File: src/rtl/ctrr_pkg.sv
package ctrr_pkg;

	localparam int FRAME_W     = 64;
	localparam int CHUNK_W     = 56;
	localparam int LEN_W       = 12;
	localparam int CNT_W       = 8;
	localparam int FRAMES_W    = 10;
	localparam int NBYTES_W    = 3;
	localparam int STATUS_W    = 2;
	localparam int M_TDATA_W   = 88;

	localparam logic [CNT_W-1:0] PENDING_LIMIT_RST = 8'd200;

	localparam logic [7:0] PCI_SF_NEG    = 8'h03;
	localparam logic [7:0] SID_NEG       = 8'h7F;
	localparam logic [7:0] NRC_PENDING   = 8'h78;
	localparam logic [7:0] PCI_FF_MASK   = 8'h10;
	localparam logic [3:0] PCI_LEN_MASK  = 4'hF;
	localparam logic [LEN_W-1:0] FF_DATA_BYTES = 12'd6;
	localparam logic [NBYTES_W-1:0] CF_DATA_BYTES = 3'd7;
	localparam logic [NBYTES_W-1:0] NEG_BYTES = 3'd3;

	// len / 7 == (len * 4682) >> 15 for every 12-bit len
	localparam int DIV7_SHIFT = 15;
	localparam logic [12:0] DIV7_MUL = 13'd4682;
	localparam int DIV7_PROD_W = LEN_W + 13;

	typedef enum logic [2:0] {
		PH_FIRST   = 3'b001,
		PH_PENDING = 3'b010,
		PH_CONSEC  = 3'b100
	} phase_t;

	typedef enum logic [STATUS_W-1:0] {
		ST_BUSY    = 2'd0,
		ST_OK      = 2'd1,
		ST_NEG     = 2'd2,
		ST_TIMEOUT = 2'd3
	} status_t;

	typedef enum logic {
		ACT_FRAME   = 1'b0,
		ACT_TIMEOUT = 1'b1
	} action_t;

	typedef struct packed {
		phase_t                phase;
		logic [CNT_W-1:0]      pending_count;
		logic [LEN_W-1:0]      total_length;
		logic [LEN_W-1:0]      next_offset;
		logic [FRAMES_W-1:0]   frames_left;
	} rx_state_t;

	typedef struct packed {
		status_t               status;
		logic [CHUNK_W-1:0]    chunk_data;
		logic [NBYTES_W-1:0]   chunk_bytes;
		logic [LEN_W-1:0]      chunk_offset;
		logic [LEN_W-1:0]      message_length;
		logic                  last;
	} result_t;

	// keep the top n bytes of d
	function automatic logic [CHUNK_W-1:0] take_bytes(logic [CHUNK_W-1:0] d,
			logic [NBYTES_W-1:0] n);
		logic [CHUNK_W-1:0] mask;
		mask = ~({CHUNK_W{1'b1}} >> {n, 3'b000});
		return d & mask;
	endfunction

endpackage

File: src/rtl/ctrr_step.sv
module ctrr_step (
	input  ctrr_pkg::rx_state_t                 cur,
	input  logic                                action,
	input  logic [ctrr_pkg::FRAME_W-1:0]        frame_bytes,
	input  logic [ctrr_pkg::CNT_W-1:0]          pending_limit,
	output ctrr_pkg::rx_state_t                 nxt,
	output logic                                res_valid,
	output ctrr_pkg::result_t                   res
);
	import ctrr_pkg::*;

	logic [7:0]              b0, b1, b3;
	logic [CHUNK_W-1:0]      from1, from2;
	logic [LEN_W-1:0]        ff_len;
	logic [LEN_W-1:0]        rem;
	logic [NBYTES_W-1:0]     cf_n;
	logic [NBYTES_W-1:0]     sf_n;
	logic                    cf_fin;
	logic [DIV7_PROD_W-1:0]  div_prod;
	logic [FRAMES_W-1:0]     ff_frames;
	logic                    is_neg;
	logic [CNT_W-1:0]        cnt_inc;

	assign b0 = frame_bytes[63:56];
	assign b1 = frame_bytes[55:48];
	assign b3 = frame_bytes[39:32];
	assign from1 = frame_bytes[55:0];
	assign from2 = {frame_bytes[47:0], 8'h00};
	assign ff_len = {b0[3:0] & PCI_LEN_MASK, b1};
	assign rem = (cur.total_length > cur.next_offset) ?
		(cur.total_length - cur.next_offset) : '0;
	assign cf_n = (rem > LEN_W'(CF_DATA_BYTES)) ? CF_DATA_BYTES : rem[NBYTES_W-1:0];
	assign cf_fin = cur.frames_left <= FRAMES_W'(1);
	assign sf_n = (b0 > 8'(CF_DATA_BYTES)) ? CF_DATA_BYTES : b0[NBYTES_W-1:0];
	assign div_prod = DIV7_PROD_W'(ff_len) * DIV7_PROD_W'(DIV7_MUL);
	assign ff_frames = div_prod[DIV7_SHIFT +: FRAMES_W];
	assign is_neg = (b0 == PCI_SF_NEG) && (b1 == SID_NEG);
	assign cnt_inc = cur.pending_count + CNT_W'(1);

	always_comb begin
		nxt = cur;
		res_valid = 1'b0;
		res = '0;
		res.status = ST_BUSY;
		if (action == ACT_TIMEOUT) begin
			nxt.phase = PH_FIRST;
			res_valid = 1'b1;
			res.status = ST_TIMEOUT;
			res.last = 1'b1;
		end else if (cur.phase == PH_CONSEC) begin
			nxt.next_offset = cur.next_offset + LEN_W'(cf_n);
			nxt.frames_left = cf_fin ? '0 : cur.frames_left - FRAMES_W'(1);
			if (cf_fin) begin
				nxt.phase = PH_FIRST;
			end
			res_valid = 1'b1;
			res.status = cf_fin ? ST_OK : ST_BUSY;
			res.chunk_data = take_bytes(from1, cf_n);
			res.chunk_bytes = cf_n;
			res.chunk_offset = cur.next_offset;
			res.message_length = cur.total_length;
			res.last = cf_fin;
		end else if (is_neg) begin
			if (b3 == NRC_PENDING) begin
				if (cur.phase == PH_PENDING) begin
					nxt.pending_count = cnt_inc;
					if (cnt_inc == pending_limit) begin
						nxt.phase = PH_FIRST;
						res_valid = 1'b1;
						res.status = ST_TIMEOUT;
						res.last = 1'b1;
					end
				end else begin
					nxt.phase = PH_PENDING;
					nxt.pending_count = '0;
				end
			end else begin
				nxt.phase = PH_FIRST;
				res_valid = 1'b1;
				res.status = ST_NEG;
				res.chunk_data = take_bytes(from1, NEG_BYTES);
				res.chunk_bytes = NEG_BYTES;
				res.message_length = LEN_W'(NEG_BYTES);
				res.last = 1'b1;
			end
		end else if ((b0 & PCI_FF_MASK) == 8'h00) begin
			// single frame
			nxt.phase = PH_FIRST;
			res_valid = 1'b1;
			res.status = ST_OK;
			res.chunk_data = take_bytes(from1, sf_n);
			res.chunk_bytes = sf_n;
			res.message_length = LEN_W'(sf_n);
			res.last = 1'b1;
		end else if (ff_len <= FF_DATA_BYTES) begin
			nxt.phase = PH_FIRST;
			res_valid = 1'b1;
			res.status = ST_OK;
			res.chunk_data = take_bytes(from2, ff_len[NBYTES_W-1:0]);
			res.chunk_bytes = ff_len[NBYTES_W-1:0];
			res.message_length = ff_len;
			res.last = 1'b1;
		end else begin
			nxt.phase = PH_CONSEC;
			nxt.total_length = ff_len;
			nxt.next_offset = FF_DATA_BYTES;
			nxt.frames_left = ff_frames;
			res_valid = 1'b1;
			res.status = ST_BUSY;
			res.chunk_data = take_bytes(from2, FF_DATA_BYTES[NBYTES_W-1:0]);
			res.chunk_bytes = FF_DATA_BYTES[NBYTES_W-1:0];
			res.message_length = ff_len;
			res.last = 1'b0;
		end
	end

endmodule

File: src/rtl/can_transport_receive_reassembly.sv
// Reassembles one diagnostic response from received CAN frames (ID removed) and
// receive-timeout events. Each input beat is registered, decoded against the
// reassembly state combinationally and lands in an output register, so a new
// beat is accepted every cycle while the output is free or being taken; a result
// passes the input register, then the output register. Response-pending frames
// produce no result until the repeat count reaches pending_limit. Consecutive
// frames are not sequence checked and no flow control is generated.
module can_transport_receive_reassembly (
	input  logic                                clk,
	input  logic                                arst_n,
	input  logic                                cfg_wen,
	input  logic [ctrr_pkg::CNT_W-1:0]          cfg_wdata,   // pending_limit
	input  logic                                s_tvalid,
	output logic                                s_tready,
	input  logic [ctrr_pkg::FRAME_W-1:0]        s_tdata,     // frame_bytes
	input  logic [0:0]                          s_tuser,     // action
	output logic                                m_tvalid,
	input  logic                                m_tready,
	// chunk_data[55:0], chunk_bytes[58:56], chunk_offset[70:59],
	// message_length[82:71], zero pad
	output logic [ctrr_pkg::M_TDATA_W-1:0]      m_tdata,
	output logic [ctrr_pkg::STATUS_W-1:0]       m_tuser,     // status
	output logic                                m_tlast      // last
);
	import ctrr_pkg::*;

	logic [CNT_W-1:0]    pending_limit_q;
	rx_state_t           state_q;
	rx_state_t           state_nxt;
	logic                valid_s1;
	logic                action_s1;
	logic [FRAME_W-1:0]  frame_s1;
	logic                res_valid;
	result_t             res;
	logic                out_valid_q;
	result_t             out_q;
	logic                out_free;
	logic                advance;

	assign out_free = !out_valid_q || m_tready;
	assign advance = valid_s1 && out_free;
	assign s_tready = !valid_s1 || out_free;

	always_ff @(posedge clk or negedge arst_n) begin
		if (!arst_n) begin
			pending_limit_q <= PENDING_LIMIT_RST;
		end else if (cfg_wen) begin
			pending_limit_q <= cfg_wdata;
		end
	end

	always_ff @(posedge clk or negedge arst_n) begin
		if (!arst_n) begin
			valid_s1 <= 1'b0;
		end else if (s_tready) begin
			valid_s1 <= s_tvalid;
		end
	end

	always_ff @(posedge clk) begin
		if (s_tvalid && s_tready) begin
			action_s1 <= s_tuser[0];
			frame_s1 <= s_tdata;
		end
	end

	ctrr_step u_step (
		.cur           (state_q),
		.action        (action_s1),
		.frame_bytes   (frame_s1),
		.pending_limit (pending_limit_q),
		.nxt           (state_nxt),
		.res_valid     (res_valid),
		.res           (res)
	);

	always_ff @(posedge clk or negedge arst_n) begin
		if (!arst_n) begin
			state_q.phase <= PH_FIRST;
			state_q.pending_count <= '0;
			state_q.total_length <= '0;
			state_q.next_offset <= '0;
			state_q.frames_left <= '0;
		end else if (advance) begin
			state_q <= state_nxt;
		end
	end

	always_ff @(posedge clk or negedge arst_n) begin
		if (!arst_n) begin
			out_valid_q <= 1'b0;
		end else if (out_free) begin
			out_valid_q <= advance && res_valid;
		end
	end

	always_ff @(posedge clk) begin
		if (advance && res_valid && out_free) begin
			out_q <= res;
		end
	end

	assign m_tvalid = out_valid_q;
	assign m_tuser = out_q.status;
	assign m_tlast = out_q.last;
	assign m_tdata = {5'b0, out_q.message_length, out_q.chunk_offset,
		out_q.chunk_bytes, out_q.chunk_data};

	a_ready_when_empty: assert property (@(posedge clk) disable iff (!arst_n)
		!valid_s1 |-> s_tready)
		else $error("input stage empty but not ready");

	a_last_returns_first: assert property (@(posedge clk) disable iff (!arst_n)
		(advance && res_valid && res.last) |=> (state_q.phase == PH_FIRST))
		else $error("phase not back to first frame after last beat");

	a_timeout_zero: assert property (@(posedge clk) disable iff (!arst_n)
		(m_tvalid && m_tuser == ST_TIMEOUT) |-> (m_tdata == '0 && m_tlast))
		else $error("timeout beat carries payload");

	a_busy_not_last: assert property (@(posedge clk) disable iff (!arst_n)
		(m_tvalid && !m_tlast) |-> (m_tuser == ST_BUSY))
		else $error("non-final beat with final status");

	a_no_result_stall: assert property (@(posedge clk) disable iff (!arst_n)
		(valid_s1 && !out_free) |=> valid_s1)
		else $error("input beat dropped while output stalled");

endmodule
File: config.mk
export PLATFORM = sky130hd
export DESIGN_NAME = can_transport_receive_reassembly
export DESIGN_NICKNAME = d
export VERILOG_FILES = /design/src/rtl/ctrr_pkg.sv /design/src/rtl/ctrr_step.sv /design/src/rtl/can_transport_receive_reassembly.sv
export SDC_FILE = /design/constraint.sdc
export NUM_CORES = 1
export LEC_CHECK = 0
export BUFFER_PORTS_ARGS = -buffer_cell sky130_fd_sc_hd__buf_2
export CORE_ASPECT_RATIO = 0.6
export CORE_MARGIN = 2
export CORE_UTILIZATION = 58
export DETAILED_ROUTE_END_ITERATION = 12
export PLACE_DENSITY = 0.81
export SLEW_MARGIN = 10
export SYNTH_ARGS = -nofsm -noshare
export SYNTH_HDL_FRONTEND = slang
export SYNTH_SLANG_ARGS = --single-unit
export TNS_END_PERCENT = 20
File: constraint.sdc
create_clock -name clk -period 6.65 [get_ports clk]
set_input_delay 1.6625 -clock clk [delete_from_list [all_inputs] [get_ports clk]]
set_output_delay 1.6625 -clock clk [all_outputs]
set_load 0.05 [all_outputs]
; Word-level counts from Yosys, hierarchy flattened
; Cells that the tools add are included.
; Widths: inputs -> output; s select.
[classes]
add_sub_neg = 4
multipliers = 1
div = 0
n_lt_le_gt_ge = 5
eq_ne = 11
n_shift = 3
mux = 37
bitwise = 11
n_reduce_logical = 15
[op_table]
columns = operator, n
row1 = $and 56x56->56, 3
row2 = $not 56->56, 3
row3 = $shr 56x6->56 const A, 3
row4 = $mux 61, 2
row5 = $mux 60, 2
row6 = $mux 22, 4
row7 = $mux 59, 1
row8 = $mux 13, 3
row9 = $mux 3, 10
row10 = $mul 12x12->24 const B, 1
row11 = $eq 8x7->1 const B, 2
row12 = $add 12x3->12, 1
row13 = $gt 12x12->1, 1
row14 = $gt 12x3->1 const B, 1
row15 = $le 12x3->1 const B, 1
row16 = $mux 12, 1
row17 = $sub 12x12->12, 1
row18 = $mux 11, 1
row19 = $le 10x1->1 const B, 1
row20 = $mux 10, 1
row21 = $reduce_and 5->1, 2
row22 = $sub 10x1->10 const B, 1
row23 = $add 8x1->8 const B, 1
row24 = $eq 8x2->1 const B, 1
row25 = 18 further kinds, 39
[word_totals]
ff_bits = 206
latch_bits = 0
ramBits = 0
mem_bits_ro = 0
memories = 0

; Logic depth before layout (Yosys ltp)
; Gate-level depths: netlist (run 1).
[depth]
word_depth = 10
depth_mapped = 19
ltp_nobuf = 18

; Modules after synthesis
; Synthesis (run 1) repeated with hierarchy kept, for this count alone.
[hier_totals]
cells_unflattened = 1146
area_unflattened_um2 = 12558.3
[modules_own_cells]
columns = mod, n_inst, cells_each, area_per_inst_um2, seq_area_each_um2
row1 = can_transport_receive_reassembly, 1, 279, 6812.8, 5915.7
row2 = ctrr_step, 1, 867, 5745.5, 0.0

; Worst setup path before layout (run 1)
; Ideal clock, no wire load.
[synth_timing]
path_kind = input to register
startpoint = input port m_tready
endpoint = register out_q, in the netlist m_tdata[0], enable pin
setup_ns = 0.559
arrival_ns = 6.132
t_required_ns = 6.091
path_slack_ns = -0.041
cell_stages = 3
n_path_buf = 0
cell_sequence = nor2b_1 > nand2b_1 > a21oi_1
[synth_via]
elab_chain_cells = 4
[synth_lines]
columns = element, line_no
row1 = from (decl), can_transport_receive_reassembly.sv:18  ; input logic m_tready,
row2 = $logic_or 1x1->1 (*), can_transport_receive_reassembly.sv:40  ; assign out_free = !out_valid_q || m_tready;
row3 = $logic_and 1x1->1, can_transport_receive_reassembly.sv:41  ; assign advance = valid_s1 && out_free;
row4 = $logic_and 1x1->1, can_transport_receive_reassembly.sv:98  ; if (advance && res_valid && out_free) begin
row5 = $logic_and 1x1->1 (*), can_transport_receive_reassembly.sv:98
row6 = to (signal assigned), can_transport_receive_reassembly.sv:99  ; out_q <= res;
row7 = to (decl), can_transport_receive_reassembly.sv:36  ; result_t out_q;
; Every way passes the cells marked *; elsewhere a longest branch is shown, timed or not.
; A chain may end at the register's enable or synchronous reset.

; Worst setup path in the final report (run 1)
[layout_timing]
startpoint = register frame_s1[50]
endpoint = register state_q[3] (netlist name)
[layout_via]
elab_chain_cells = 5
elab_cells_between_ends = 11
[layout_lines]
columns = element, line_no
row1 = from (decl), can_transport_receive_reassembly.sv:32  ; logic [FRAME_W-1:0] frame_s1;
row2 = from (signal assigned), can_transport_receive_reassembly.sv:63  ; frame_s1 <= s_tdata;
row3 = $mul 12x12->24, ctrr_step.sv:35  ; assign div_prod = DIV7_PROD_W'(ff_len) * DIV7_PROD_W'(DIV7_MUL);
row4 = $mux 22, ctrr_step.sv:95  ; end else if (ff_len <= FF_DATA_BYTES) begin
row5 = $mux 22, ctrr_step.sv:86  ; end else if ((b0 & PCI_FF_MASK) == 8'h00) begin
row6 = $mux 22, ctrr_step.sv:63  ; end else if (is_neg) begin
row7 = $mux 22, ctrr_step.sv:50  ; end else if (cur.phase == PH_CONSEC) begin
row8 = to (signal assigned), can_transport_receive_reassembly.sv:85  ; state_q <= state_nxt;
row9 = to (decl), can_transport_receive_reassembly.sv:28  ; rx_state_t state_q;
; Parallel ways exist; a longest one is shown, timed or not. The select of a mux whose other input is x is not followed.

==> impl_metrics.csv, run 1 <==
group,metric,value,unit
setup_path,reg2reg_to,"state_q[3]$_DFFE_PN0P_",
detailed_routing,m1WireLength,13100,um
logic_synthesis,post_synth_instance_area,11200,um2
clocking,clk_path_buf_depth,3,
clocking,clock_tree_from_tritoncts,"built",
detailed_routing,detail-route-antenna-nets,0,
clocking,tritoncts_num_sinks,206,
setup_path,crit_path_end_kind,"flip-flop",
detailed_routing,drt_pass1_iterations,8,
setup_path,setup.worst_path.start_class,"flip-flop",
sta,timing.final.max_slew_violations,0,
logic_synthesis,synth_warnings,0,
global_routing,global_route.overflow_total,0,
setup_path,worst_r2r_path_depth,13,
hold_path,hold_depth,2,
logic_synthesis,synthesis.instances,970,
setup_path,reg2reg_setup_slack,1900,ps
global_routing,first_global_vias,7868,
setup_path,timing.rr.start,"frame_s1[50]$_DFFE_PP_",
placed_design,dpl.hpwl,21100,um
run,maxCapViolations,0,
clocking,clk_latency,510,ps
setup_path,timing_worst_setup_path_type,"flip-flop to flip-flop",
floorplan,ioPinCount,171,
final_layout,final_net_count,1321,
floorplan,core.rowCount,39,
pwr,vdd_ir_drop_max,192,uV
floorplan,floorplan.die_area,20500,um2
placed_design,gp_routability_congestion,0.984,
logic_synthesis,synthFlopType,"sky130_fd_sc_hd__edfxtp_1",
detailed_routing,vias,8509,
outcome,run_status,"finished clean",
sta,timing.max_slew.rel_slack,26.9,%
final_layout,n_antenna_cell,0,
floorplan,core,19000,um2
detailed_routing,routed_wire_length_per_instance,20.2,um
logic_synthesis,yosys.cell_types.count,70,
clocking,total_cts_buffers,20,
placed_design,placedCellCount,1358,
sta,setup_viol,0,
sta,transition_at_the_pin_with_the_smallest_max_transition_slack,1100,ps
clocking,cts_htree_levels,1,
logic_synthesis,synth.avg_cell_area,11.5,um2
clocking,clk_root_buffer_cell,"sky130_fd_sc_hd__clkbuf_16",
placed_design,place.port_buffers,165,
logic_synthesis,number_of_enable_type_register_cells_in_the_synthesized_netlist,151,
detailed_routing,met2WireLength,11300,um
global_routing,grt_pass1_wl,43800,um
sta,final.period_utilization,71.4,%
hold_path,hold-path-endpoint,"state_q[41]$_DFFE_PN0P_",
global_routing,antenna_found_initial,0,
detailed_routing,top_layer_used,"met4",
final_layout,final-instance-count-excl-fill,1394,
hold_path,hold_path_class,"flip-flop to flip-flop",
pwr,leak,5.59,nW
clocking,cts_setup_buffers,0,
clocking,cts_hold_buf,0,
setup_path,critPathRequiredTime,6990,ps
floorplan,initial_utilization,59.0,%
sta,setup_repair_after_global_routing_missed_its_margin,"no",
hold_path,hold_path_startpoint,"state_q[41]$_DFFE_PN0P_",
final_layout,area_delta_synth_final,15.2,%
detailed_routing,first_iter_violations,929,
logic_synthesis,synth_seq_cells,206,
clocking,cts-resized-gates,0,
setup_path,cp_data_arrival_time,5090,ps
global_routing,grt_start_max_net_pins,86,
final_layout,post_route_cells_drive_above_1_share,20.0,%
global_routing,groute.usage.overall,27.8,%
sta,finalHoldWorstSlack,520,ps
sta,fmaxAchievable,0.211,GHz
detailed_routing,dr_wl_met3,3160,um
detailed_routing,remaining_drc_errors,0,
sta,period_minus_slack,4750,ps
clocking,cts.reportedPaths.clkPinSlew,70,ps
logic_synthesis,ys_seq_area_share,52.8,%
setup_path,worstPathMaxFanout,12,
floorplan,chipHeight,112,um
sta,setup-tns-final,0,ps
detailed_routing,routed_vias_inst,6.10,
sta,worst_clock_skew,24.4,ps
detailed_routing,post_route_wl,28200,um
logic_synthesis,ys_async_sr_fraction,26.7,%
pwr,power_density,333,nW/um2
sta,timing_hold_violations_final,0,
floorplan,die_width,183,um
-- synthesized netlist by cell type, types with 3 or more instances --
cell type,n,share of area [%]
sky130_fd_sc_hd__nor2_1,75,2.5
sky130_fd_sc_hd__mux2_2,10,1.0
sky130_fd_sc_hd__a21oi_1,48,2.1
sky130_fd_sc_hd__o21a_1,5,0.34
sky130_fd_sc_hd__xor2_1,10,0.78
sky130_fd_sc_hd__a22o_1,47,3.7
sky130_fd_sc_hd__or3_1,8,0.45
sky130_fd_sc_hd__ha_1,89,9.9
sky130_fd_sc_hd__nand2_1,78,2.6
sky130_fd_sc_hd__a31oi_1,4,0.22
sky130_fd_sc_hd__nor2b_1,8,0.45
sky130_fd_sc_hd__o211ai_1,9,0.60
sky130_fd_sc_hd__nor4b_1,3,0.23
sky130_fd_sc_hd__inv_1,79,2.6
sky130_fd_sc_hd__edfxtp_1,151,41
sky130_fd_sc_hd__nand3_1,20,0.89
sky130_fd_sc_hd__nand4_1,13,0.73
sky130_fd_sc_hd__o21bai_1,3,0.20
sky130_fd_sc_hd__o21ai_0,56,2.5
sky130_fd_sc_hd__and2_1,15,0.84
sky130_fd_sc_hd__o21ai_1,3,0.13
sky130_fd_sc_hd__mux2i_1,3,0.27
sky130_fd_sc_hd__or2_2,5,0.28
sky130_fd_sc_hd__a211oi_2,3,0.34
sky130_fd_sc_hd__a211o_1,3,0.23
sky130_fd_sc_hd__dfstp_2,4,0.94
sky130_fd_sc_hd__fa_1,20,3.6
sky130_fd_sc_hd__xnor2_1,21,1.6
sky130_fd_sc_hd__buf_4,5,0.34
sky130_fd_sc_hd__clkbuf_1,19,0.64
sky130_fd_sc_hd__o31ai_1,9,0.60
sky130_fd_sc_hd__nand4b_1,3,0.23
sky130_fd_sc_hd__buf_2,4,0.18
sky130_fd_sc_hd__a21o_1,5,0.34
sky130_fd_sc_hd__a211oi_1,3,0.20
sky130_fd_sc_hd__dfrtp_1,51,11
sky130_fd_sc_hd__nand2b_1,11,0.61
sky130_fd_sc_hd__nor3_1,19,0.85
sky130_fd_sc_hd__and3_1,6,0.34
-- layout by cell type, fill, tap and decap left out, types with 21 or more instances in the layout --
cell	netlist	final
sky130_fd_sc_hd__a21oi_1	48	47
sky130_fd_sc_hd__a22o_1	47	47
sky130_fd_sc_hd__buf_2	4	165
sky130_fd_sc_hd__clkbuf_16	0	21
sky130_fd_sc_hd__dfrtp_1	51	51
sky130_fd_sc_hd__edfxtp_1	151	151
sky130_fd_sc_hd__ha_1	89	89
sky130_fd_sc_hd__inv_1	79	79
sky130_fd_sc_hd__nand2_1	78	78
sky130_fd_sc_hd__nor2_1	75	74
sky130_fd_sc_hd__o21ai_0	56	55
sky130_fd_sc_hd__xnor2_1	21	21
-- final cells by class --
cell class | instances | area [um2]
fillers | 1397 | 6090
flip-flops and latches | 206 | 5920
multi-input cells | 659 | 4860
repair buffers | 168 | 848
clock buffers | 22 | 529
well taps | 246 | 308
inverters | 79 | 297
clock inverters | 14 | 134
-- worst max path at each step --
stage,slack (ps),depth (start not counted),endpoint,from
floorplan,1890,3,m_tdata[0]$_SDFFCE_PP0P_,m_tready
global placement,2210,13,state_q[3]$_DFFE_PN0P_,frame_s1[50]$_DFFE_PP_
detailed placement,2010,13,state_q[3]$_DFFE_PN0P_,frame_s1[49]$_DFFE_PP_
CTS,1970,13,state_q[3]$_DFFE_PN0P_,frame_s1[49]$_DFFE_PP_
global route,1670,13,state_q[3]$_DFFE_PN0P_,frame_s1[50]$_DFFE_PP_
finish,1900,13,state_q[3]$_DFFE_PN0P_,frame_s1[50]$_DFFE_PP_
-- power breakdown --
part	internal, mW	switching (mW)
Combinational	0.516	0.951
Sequential	1.56	0.117
Clock	0.659	0.496
Total	2.73	1.56
-- critical path, cell delays in order (launching register included) --
cell                        delay, ps
sky130_fd_sc_hd__edfxtp_1         600
sky130_fd_sc_hd__ha_1             440
sky130_fd_sc_hd__inv_1             70
sky130_fd_sc_hd__fa_1             500
sky130_fd_sc_hd__inv_1             50
sky130_fd_sc_hd__fa_1             490
sky130_fd_sc_hd__fa_1             520
sky130_fd_sc_hd__ha_1             280
sky130_fd_sc_hd__or3_1            390
sky130_fd_sc_hd__a2111oi_0        510
sky130_fd_sc_hd__o31ai_1          250
sky130_fd_sc_hd__and3b_1          220
sky130_fd_sc_hd__o21ai_0          140
sky130_fd_sc_hd__o211ai_1         120
-- metal layers --
layer | up-vias | global-route usage (%)
met5 | - | 0
met4 | 0 | 6.51
met3 | 51 | 6.31
met2 | 496 | 37.6
met1 | 4078 | 45.2
li1 | 3884 | -
-- flip-flops by register name, indices dropped and copies added (netlist names) --
signal           cells
m_tdata             83
frame_s1            64
state_q             45
pending_limit_q      8
m_tuser              2
action_s1            1
m_tlast              1
m_tvalid             1
valid_s1             1
-- cells by family (layout without fill, tap and decap cells) --
family | Yosys count | after routing | synth area share, %
simple gates | 274 | 274 | 11.8
compound gates | 227 | 227 | 14.1
flops | 206 | 206 | 52.8
fa+ha+maj | 109 | 109 | 13.5
buf+inv | 109 | 283 | 4.00
xor+xnor | 31 | 31 | 2.43
mux | 13 | 13 | 1.27
other cells | 1 | 5 | 0.0335
-- metrics by stage --
step / instance area [um2] / util (%) / power (mW) / setup WS, ps
2_1_floorplan: 11200 / - / 2.77 / 1890
3_3_place_gp: 12200 / 64.4 / 3.07 / 2210
3_5_place_dp: 12200 / 64.4 / 3.12 / 2010
4_1_cts: 12900 / 67.9 / 4.28 / 1970
5_1_grt: 12900 / 67.9 / 4.53 / 1670
6_report: 12900 / 67.9 / 4.30 / 1900
No activity file was read; power rests on OpenSTA's default activity.
==> inputs of run 2 (changes only) <==
--- a/config.mk
+++ b/config.mk
@@ -5,10 +5,11 @@
 export SDC_FILE = /design/constraint.sdc
 export NUM_CORES = 1
 export LEC_CHECK = 0
+export ABC_AREA = 1
 export BUFFER_PORTS_ARGS = -buffer_cell sky130_fd_sc_hd__buf_2
 export CORE_ASPECT_RATIO = 0.6
 export CORE_MARGIN = 2
-export CORE_UTILIZATION = 58
+export CORE_UTILIZATION = 59
 export DETAILED_ROUTE_END_ITERATION = 12
 export PLACE_DENSITY = 0.81
 export SLEW_MARGIN = 10
==> constraint.sdc (replaced) <==
create_clock -name clk -period 4.7 [get_ports clk]
set_input_delay 1.175 -clock clk [delete_from_list [all_inputs] [get_ports clk]]
set_output_delay 1.175 -clock clk [all_outputs]
set_load 0.05 [all_outputs]
==> run 2 against run 1 <==
Compared with the run above:
- global-route usage increased by 3.9 points
- critical path type unchanged
- core utilization increased by 1.1 points
- non-clock buffer count increased by 8
- synthesized cell count increased by 49%
- hold slack got worse by 45 ps
- maximum frequency increased by 15%
- cell area increased by 13%
- cell count increased by 36%
- critical endpoint is now state_q[5]$_DFFE_PN0P_
- register-to-register slack got worse by 1300 ps
- sequential share of layout area decreased by 5.4 points
- sequential power increased by 51%
==> impl_metrics.csv, run 2 <==
group,metric,value,unit
outcome,run_status,"finished clean",
clocking,clock_tree_from_tritoncts,"built",
clocking,clk_latency,510,ps
clocking,clk_path_buf_depth,3,
setup_path,reg2reg_to,"state_q[5]$_DFFE_PN0P_",
run,maxCapViolations,0,
logic_synthesis,synth_compound_area_share,10.7,%
sta,worst_clock_skew,15.0,ps
hold_path,hold_path_startpoint,"state_q[42]$_DFFE_PN1P_",
setup_path,worstPathMaxFanout,9,
logic_synthesis,synthXorXnorAreaFrac,1.36,%
setup_path,cp_data_arrival_time,4530,ps
placed_design,gp_routability_congestion,0.985,
detailed_routing,drt_pass1_iterations,8,
setup_path,timing.rr.start,"frame_s1[50]$_DFFE_PP_",
floorplan,core.rowCount,41,
pwr,p_int,4.37,mW
clocking,total_cts_buffers,20,
sta,setup_viol,0,
sta,final.period_utilization,88.0,%
global_routing,grt_start_max_net_pins,59,
pwr,vdd_ir_drop_max,336,uV
clocking,tritoncts_num_sinks,206,
logic_synthesis,synth_top_family_by_area,"simple AND/OR/NAND/NOR gates",
sta,fmaxAchievable,0.242,GHz
logic_synthesis,synth_top_cell_area_share,35.3,%
floorplan,floorplan.die_area,23000,um2
logic_synthesis,post_synth_instance_area,12900,um2
final_layout,layout.cells.most_common_list,"295 x sky130_fd_sc_hd__nand2_1, 188 x sky130_fd_sc_hd__inv_1, 165 x sky130_fd_sc_hd__buf_2, 151 x sky130_fd_sc_hd__edfxtp_1, 139 x sky130_fd_sc_hd__nor2_1",
logic_synthesis,synth-adder-area-share,11.8,%
logic_synthesis,synthFlopType,"sky130_fd_sc_hd__edfxtp_1",
logic_synthesis,post-synth-top-area-cell,"sky130_fd_sc_hd__edfxtp_1",
logic_synthesis,synth_seq_cells,206,
detailed_routing,vias,11244,
sta,period_minus_slack,4130,ps
floorplan,core,21200,um2
global_routing,first_global_vias,10522,
clocking,cts_htree_levels,1,
clocking,cts_hold_buf,0,
pwr,combinationalPowerShare,48.1,%
floorplan,ioPinCount,171,
setup_path,setup.worst_path.start_class,"flip-flop",
pwr,fraction_of_power_consumed_by_the_clock_network,20.3,%
setup_path,worst_r2r_path_depth,16,
placed_design,place.port_buffers,165,
logic_synthesis,ys_async_sr_fraction,26.7,%
detailed_routing,remaining_drc_errors,0,
logic_synthesis,post_synth_and_or_nand_nor_area_fraction,22.4,%
clocking,cts-resized-gates,0,
final_layout,largest_register_ff_count,83,
final_layout,n_antenna_cell,0,
global_routing,groute.usage.overall,31.8,%
clocking,clk_root_buffer_cell,"sky130_fd_sc_hd__clkbuf_16",
logic_synthesis,synthesis.instances,1441,
sta,timing.max_slew.rel_slack,29.3,%
global_routing,grt_pass1_wl,57500,um
setup_path,crit_path_end_kind,"flip-flop",
placed_design,dpl.hpwl,27800,um
logic_synthesis,yosysMostFrequentCell,"sky130_fd_sc_hd__nand2_1",
clocking,cts_setup_buffers,0,
setup_path,critPathRequiredTime,5100,ps
detailed_routing,first_iter_violations,1340,
global_routing,global_route.overflow_total,0,
final_layout,area_delta_synth_final,13.7,%
logic_synthesis,yosys.cell_types.count,59,
detailed_routing,post_route_wl,36400,um
logic_synthesis,post_synth_main_area_contributors,"sky130_fd_sc_hd__edfxtp_1 35%, sky130_fd_sc_hd__dfrtp_1 9.9%, sky130_fd_sc_hd__ha_1 8.7%",
sta,setup_repair_after_global_routing_missed_its_margin,"no",
logic_synthesis,number_of_enable_type_register_cells_in_the_synthesized_netlist,151,
detailed_routing,detail-route-antenna-nets,0,
floorplan,die_width,195,um
final_layout,final_net_count,1794,
sta,timing_hold_violations_final,0,
logic_synthesis,portion_of_netlist_area_occupied_by_mux_cells,0.175,%
sta,timing.final.max_slew_violations,0,
sta,finalHoldWorstSlack,475,ps
pwr,leak,6.88,nW
logic_synthesis,synthTopCellsByCount,"295 x sky130_fd_sc_hd__nand2_1, 189 x sky130_fd_sc_hd__inv_1, 151 x sky130_fd_sc_hd__edfxtp_1",
pwr,net-switching-power,3.67,mW
setup_path,timing_worst_setup_path_type,"flip-flop to flip-flop",
hold_path,hold_path_class,"flip-flop to flip-flop",
clocking,cts.reportedPaths.clkPinSlew,70,ps
floorplan,chipHeight,118,um
sta,setup-tns-final,0,ps
sta,transition_at_the_pin_with_the_smallest_max_transition_slack,1060,ps
detailed_routing,routed_vias_inst,5.92,
floorplan,initial_utilization,60.7,%
pwr,seqPwrFrac,31.6,%
hold_path,hold_depth,2,
pwr,power_density,550,nW/um2
detailed_routing,routed_wire_length_per_instance,19.1,um
logic_synthesis,synth.avg_cell_area,8.92,um2
setup_path,reg2reg_setup_slack,570,ps
logic_synthesis,ys_seq_area_share,46.0,%
final_layout,mostFrequentLayoutCell,"sky130_fd_sc_hd__nand2_1",
pwr,power_switching_share,45.7,%
final_layout,post_route_cells_drive_above_1_share,17.3,%
global_routing,antenna_found_initial,0,
hold_path,hold-path-endpoint,"state_q[42]$_DFFE_PN1P_",
logic_synthesis,synth_warnings,0,
[run 2: cell count changes in the layout (fill, tap and decap cells not counted), sizes merged, moves of 18 or more]
cell and delta:
nand2 +234, inv +124, nand3 +88, nor2 +79, a22o -47, a21oi +36
o22ai +18
[run 2: final cells by class]
type                    count  area, um2
flip-flops and latches    206       5920
inverters                 208        796
multi-input cells         995       5990
repair buffers            176        921
clock buffers              24        537
clock inverters            11        109
fillers                  1702       6570
well taps                 279        349
[run 2: metrics by stage]
step	util, %	setup WS (ps)	instances	power (mW)	instance area, um2
floorplan	-	460	1445	5.37	12900
global placement	66.0	733	1864	6.23	14000
detailed placement	66.0	682	1864	6.31	14000
CTS	69.0	632	1899	7.95	14600
global route	69.0	295	1899	8.51	14600
finish	69.0	566	1899	8.04	14600
[run 2: worst max-delay path by stage]
stage                       startpoint                  endpoint  depth (start not counted)
6_report        frame_s1[50]$_DFFE_PP_    state_q[5]$_DFFE_PN0P_                         16
2_1_floorplan  state_q[34]$_DFFE_PN0P_  m_tdata[0]$_SDFFCE_PP0P_                          8
4_1_cts         frame_s1[52]$_DFFE_PP_    state_q[4]$_DFFE_PN0P_                         16
3_5_place_dp    frame_s1[50]$_DFFE_PP_    state_q[4]$_DFFE_PN0P_                         16
5_1_grt         frame_s1[52]$_DFFE_PP_    state_q[4]$_DFFE_PN0P_                         16
3_3_place_gp    frame_s1[50]$_DFFE_PP_    state_q[4]$_DFFE_PN0P_                         16
[run 2: logic make-up after synthesis]
group           Yosys count
buf+inv                 244
simple gates            627
fa+ha+maj               109
xor+xnor                 20
mux                       2
flops                   206
other cells               1
compound gates          232
[run 2: critical path, stage by stage (launching register included)]
cell	delay, ps
sky130_fd_sc_hd__edfxtp_1	570
sky130_fd_sc_hd__ha_1	410
sky130_fd_sc_hd__inv_1	70
sky130_fd_sc_hd__fa_1	510
sky130_fd_sc_hd__inv_1	70
sky130_fd_sc_hd__fa_1	500
sky130_fd_sc_hd__fa_1	430
sky130_fd_sc_hd__ha_1	360
sky130_fd_sc_hd__a21oi_1	250
sky130_fd_sc_hd__o21ai_0	180
sky130_fd_sc_hd__a21oi_1	170
sky130_fd_sc_hd__nand2_1	80
sky130_fd_sc_hd__or2_1	200
sky130_fd_sc_hd__nand3_1	70
sky130_fd_sc_hd__nand2_1	50
sky130_fd_sc_hd__nand2_1	50
sky130_fd_sc_hd__nand2_1	50
[run 2: layer usage]
metal	global-route usage [%]	vias to the layer above	share of wire, %
li1	-	5210	-
met5	0	-	0
met4	8.85	0	2.6
met2	42.2	645	40
met1	49.8	5319	45
met3	8.93	70	13
[run 2: power groups by stage]
stage	Sequential, mW	Clock, mW	Combinational [mW]
after floorplan	2.90	0	2.47
after global placement	2.55	0	3.69
after detailed placement	2.56	0	3.75
after CTS	2.52	1.64	3.79
after global routing	2.56	1.70	4.25
final	2.54	1.63	3.87
==> inputs of run 3 (changes only) <==
--- a/config.mk
+++ b/config.mk
@@ -7,11 +7,13 @@
 export LEC_CHECK = 0
 export ABC_AREA = 1
 export BUFFER_PORTS_ARGS = -buffer_cell sky130_fd_sc_hd__buf_2
+export CELL_PAD_IN_SITES_DETAIL_PLACEMENT = 1
+export CELL_PAD_IN_SITES_GLOBAL_PLACEMENT = 1
 export CORE_ASPECT_RATIO = 0.6
 export CORE_MARGIN = 2
-export CORE_UTILIZATION = 59
+export CORE_UTILIZATION = 45
 export DETAILED_ROUTE_END_ITERATION = 12
-export PLACE_DENSITY = 0.81
+export PLACE_DENSITY_LB_ADDON = 0.1
 export SLEW_MARGIN = 10
 export SYNTH_ARGS = -nofsm -noshare
 export SYNTH_HDL_FRONTEND = slang
==> run 3 against run 2 <==
Compared with the run above:
- flip-flop and latch count unchanged
- clock power up 13%
- first-iteration DRC count down 30%
- largest cell class unchanged
==> impl_metrics.csv, run 3 (synthesized netlist as in run 2, its figures left out) <==
group,metric,value,unit
outcome,run_status,"finished clean",
detailed_routing,detail-route-antenna-nets,0,
sta,timing_hold_violations_final,0,
hold_path,hold_path_class,"flip-flop to flip-flop",
clocking,cts_hold_buf,0,
global_routing,global_route.overflow_total,0,
clocking,total_cts_buffers,22,
clocking,clk_latency,530,ps
setup_path,path_delay_family,"adder cells",
sta,transition_at_the_pin_with_the_smallest_max_transition_slack,1100,ps
global_routing,antenna_found_initial,0,
floorplan,core,27800,um2
detailed_routing,routed_vias_inst,5.65,
setup_path,worstPathMaxFanout,7,
global_routing,grt_start_max_net_pins,75,
setup_path,critPathRequiredTime,5110,ps
run,maxCapViolations,0,
setup_path,critical_path_buf_inv_count,2,
detailed_routing,remaining_drc_errors,0,
floorplan,initial_utilization,46.2,%
placed_design,dpl.hpwl,33400,um
floorplan,floorplan.die_area,30000,um2
clocking,cts.reportedPaths.clkPinSlew,70,ps
setup_path,timing_worst_setup_path_type,"flip-flop to flip-flop",
final_layout,post_route_cells_drive_above_1_share,17.9,%
setup_path,setup.worst_path.start_class,"flip-flop",
sta,setup_repair_after_global_routing_missed_its_margin,"no",
detailed_routing,routed_wire_length_per_instance,21.8,um
detailed_routing,post_route_wl,43600,um
detailed_routing,first_iter_violations,941,
floorplan,ioPinCount,171,
final_layout,final_core_utilization,53.5,%
final_layout,layout.cells.most_common_list,"295 x sky130_fd_sc_hd__nand2_1, 188 x sky130_fd_sc_hd__inv_1, 165 x sky130_fd_sc_hd__buf_2, 151 x sky130_fd_sc_hd__edfxtp_1, 139 x sky130_fd_sc_hd__nor2_1",
floorplan,core.rowCount,47,
sta,timing.final.max_slew_violations,0,
setup_path,cpMaxStageDelayCell,"sky130_fd_sc_hd__fa_1",
global_routing,first_global_vias,11485,
floorplan,die_width,222,um
sta,period_minus_slack,4210,ps
sta,final.period_utilization,89.6,%
pwr,leak,6.95,nW
setup_path,cp_data_arrival_time,4620,ps
final_layout,final_net_count,1802,
global_routing,grt_pass1_wl,67300,um
setup_path,crit_path_end_kind,"flip-flop",
sta,worst_clock_skew,12.8,ps
setup_path,crit_path_cell_trace,"ha_1, ha_1, fa_1, inv_1, fa_1, inv_1, ha_1, nand2_1, o21ai_0, a21oi_1, o21ai_1, nand2_1, nand2_1, a21oi_1, o21ai_1, a21oi_1",
setup_path,critical_path.max_stage_delay,550,ps
placed_design,gp_routability_congestion,0.894,
clocking,clk_path_buf_depth,3,
detailed_routing,drt_pass1_iterations,5,
final_layout,fillers,3306,
clocking,cts_htree_levels,1,
final_layout,area_delta_synth_final,15.7,%
final_layout,mostFrequentLayoutCell,"sky130_fd_sc_hd__nand2_1",
floorplan,chipHeight,135,um
sta,setup-tns-final,0,ps
placed_design,place.port_buffers,165,
clocking,cts-resized-gates,0,
pwr,power_density,565,nW/um2
sta,fmaxAchievable,0.237,GHz
sta,setup_viol,0,
clocking,cts_setup_buffers,0,
final_layout,largest_register_ff_count,83,
final_layout,n_antenna_cell,0,
clocking,clock_tree_from_tritoncts,"built",
clocking,clk_root_buffer_cell,"sky130_fd_sc_hd__clkbuf_16",
clocking,tritoncts_num_sinks,206,
global_routing,groute.usage.overall,29.3,%
pwr,vdd_ir_drop_max,311,uV
sta,finalHoldWorstSlack,485,ps
detailed_routing,vias,11279,
sta,timing.max_slew.rel_slack,26.5,%
[run 3: cell type report]
cell class | instances | area, um2 | share of cell area (%)
inverter | 208 | 796 | 5.35
tap | 367 | 459 | 3.09
sequential | 206 | 5920 | 39.8
clock buffer | 27 | 601 | 4.04
timing repair buffer | 182 | 966 | 6.50
multi-input combinational | 995 | 5990 | 40.3
clock inverter | 12 | 143 | 0.959
[run 3: stage by stage]
stage,std cells,setup WS (ps),power [mW],cell area (um2)
after detailed placement,1958,619,6.51,14100
final,1997,488,8.40,14900
after global routing,1997,245,8.91,14900
after CTS,1997,588,8.38,14900
after global placement,1958,702,6.40,14100
after floorplan,1445,460,5.37,12900
[run 3: where the power goes]
part / leakage, nW / internal [mW] / switching [mW] / total (mW)
sequential: 2.13 / 2.31 / 0.247 / 2.55
combinational: 4.46 / 1.14 / 2.87 / 4.01
clock: 0.354 / 1.07 / 0.765 / 1.84
total: 6.95 / 4.53 / 3.88 / 8.40
[run 3: final timing paths]
| kind | end | cells past startpoint | slack (ps) | from |
|---|---|---|---|---|
| worst max-delay path | state_q[4]$_DFFE_PN0P_ | 16 | 490 | frame_s1[55]$_DFFE_PP_ |
| worst min-delay path | state_q[42]$_DFFE_PN1P_ | 2 | 480 | state_q[42]$_DFFE_PN1P_ |
| worst max register to register | state_q[4]$_DFFE_PN0P_ | 16 | 490 | frame_s1[55]$_DFFE_PP_ |
| worst min register to register | state_q[42]$_DFFE_PN1P_ | 2 | 480 | state_q[42]$_DFFE_PN1P_ |
| max in group asynchronous | state_q[42]$_DFFE_PN1P_ | 2 | 3000 | arst_n |
| min in group asynchronous | state_q[2]$_DFFE_PN0P_ | 1 | 780 | arst_n |
[run 3: worst reg2reg max path, cell delays in order, from the launching register on]
cell and delay (ps):
sky130_fd_sc_hd__edfxtp_1 540, sky130_fd_sc_hd__ha_1 370, sky130_fd_sc_hd__ha_1 310, sky130_fd_sc_hd__fa_1 490, sky130_fd_sc_hd__inv_1 70, sky130_fd_sc_hd__fa_1 550, sky130_fd_sc_hd__inv_1 50, sky130_fd_sc_hd__ha_1 310
sky130_fd_sc_hd__nand2_1 80, sky130_fd_sc_hd__o21ai_0 510, sky130_fd_sc_hd__a21oi_1 140, sky130_fd_sc_hd__o21ai_1 270, sky130_fd_sc_hd__nand2_1 80, sky130_fd_sc_hd__nand2_1 90, sky130_fd_sc_hd__a21oi_1 70, sky130_fd_sc_hd__o21ai_1 100
sky130_fd_sc_hd__a21oi_1 70
[run 3: metal layers]
| layer | vias to the layer above | share of wire (%) | routed length [um] | track usage (%) |
|---|---|---|---|---|
| met1 | 5634 | 49 | 21500 | 45.4 |
| met3 | 44 | 7.6 | 3310 | 6.38 |
| met2 | 384 | 42 | 18100 | 42.1 |
| li1 | 5217 | - | - | - |
| met5 | - | 0 | 0 | 0 |
| met4 | 0 | 1.4 | 615 | 5.59 |
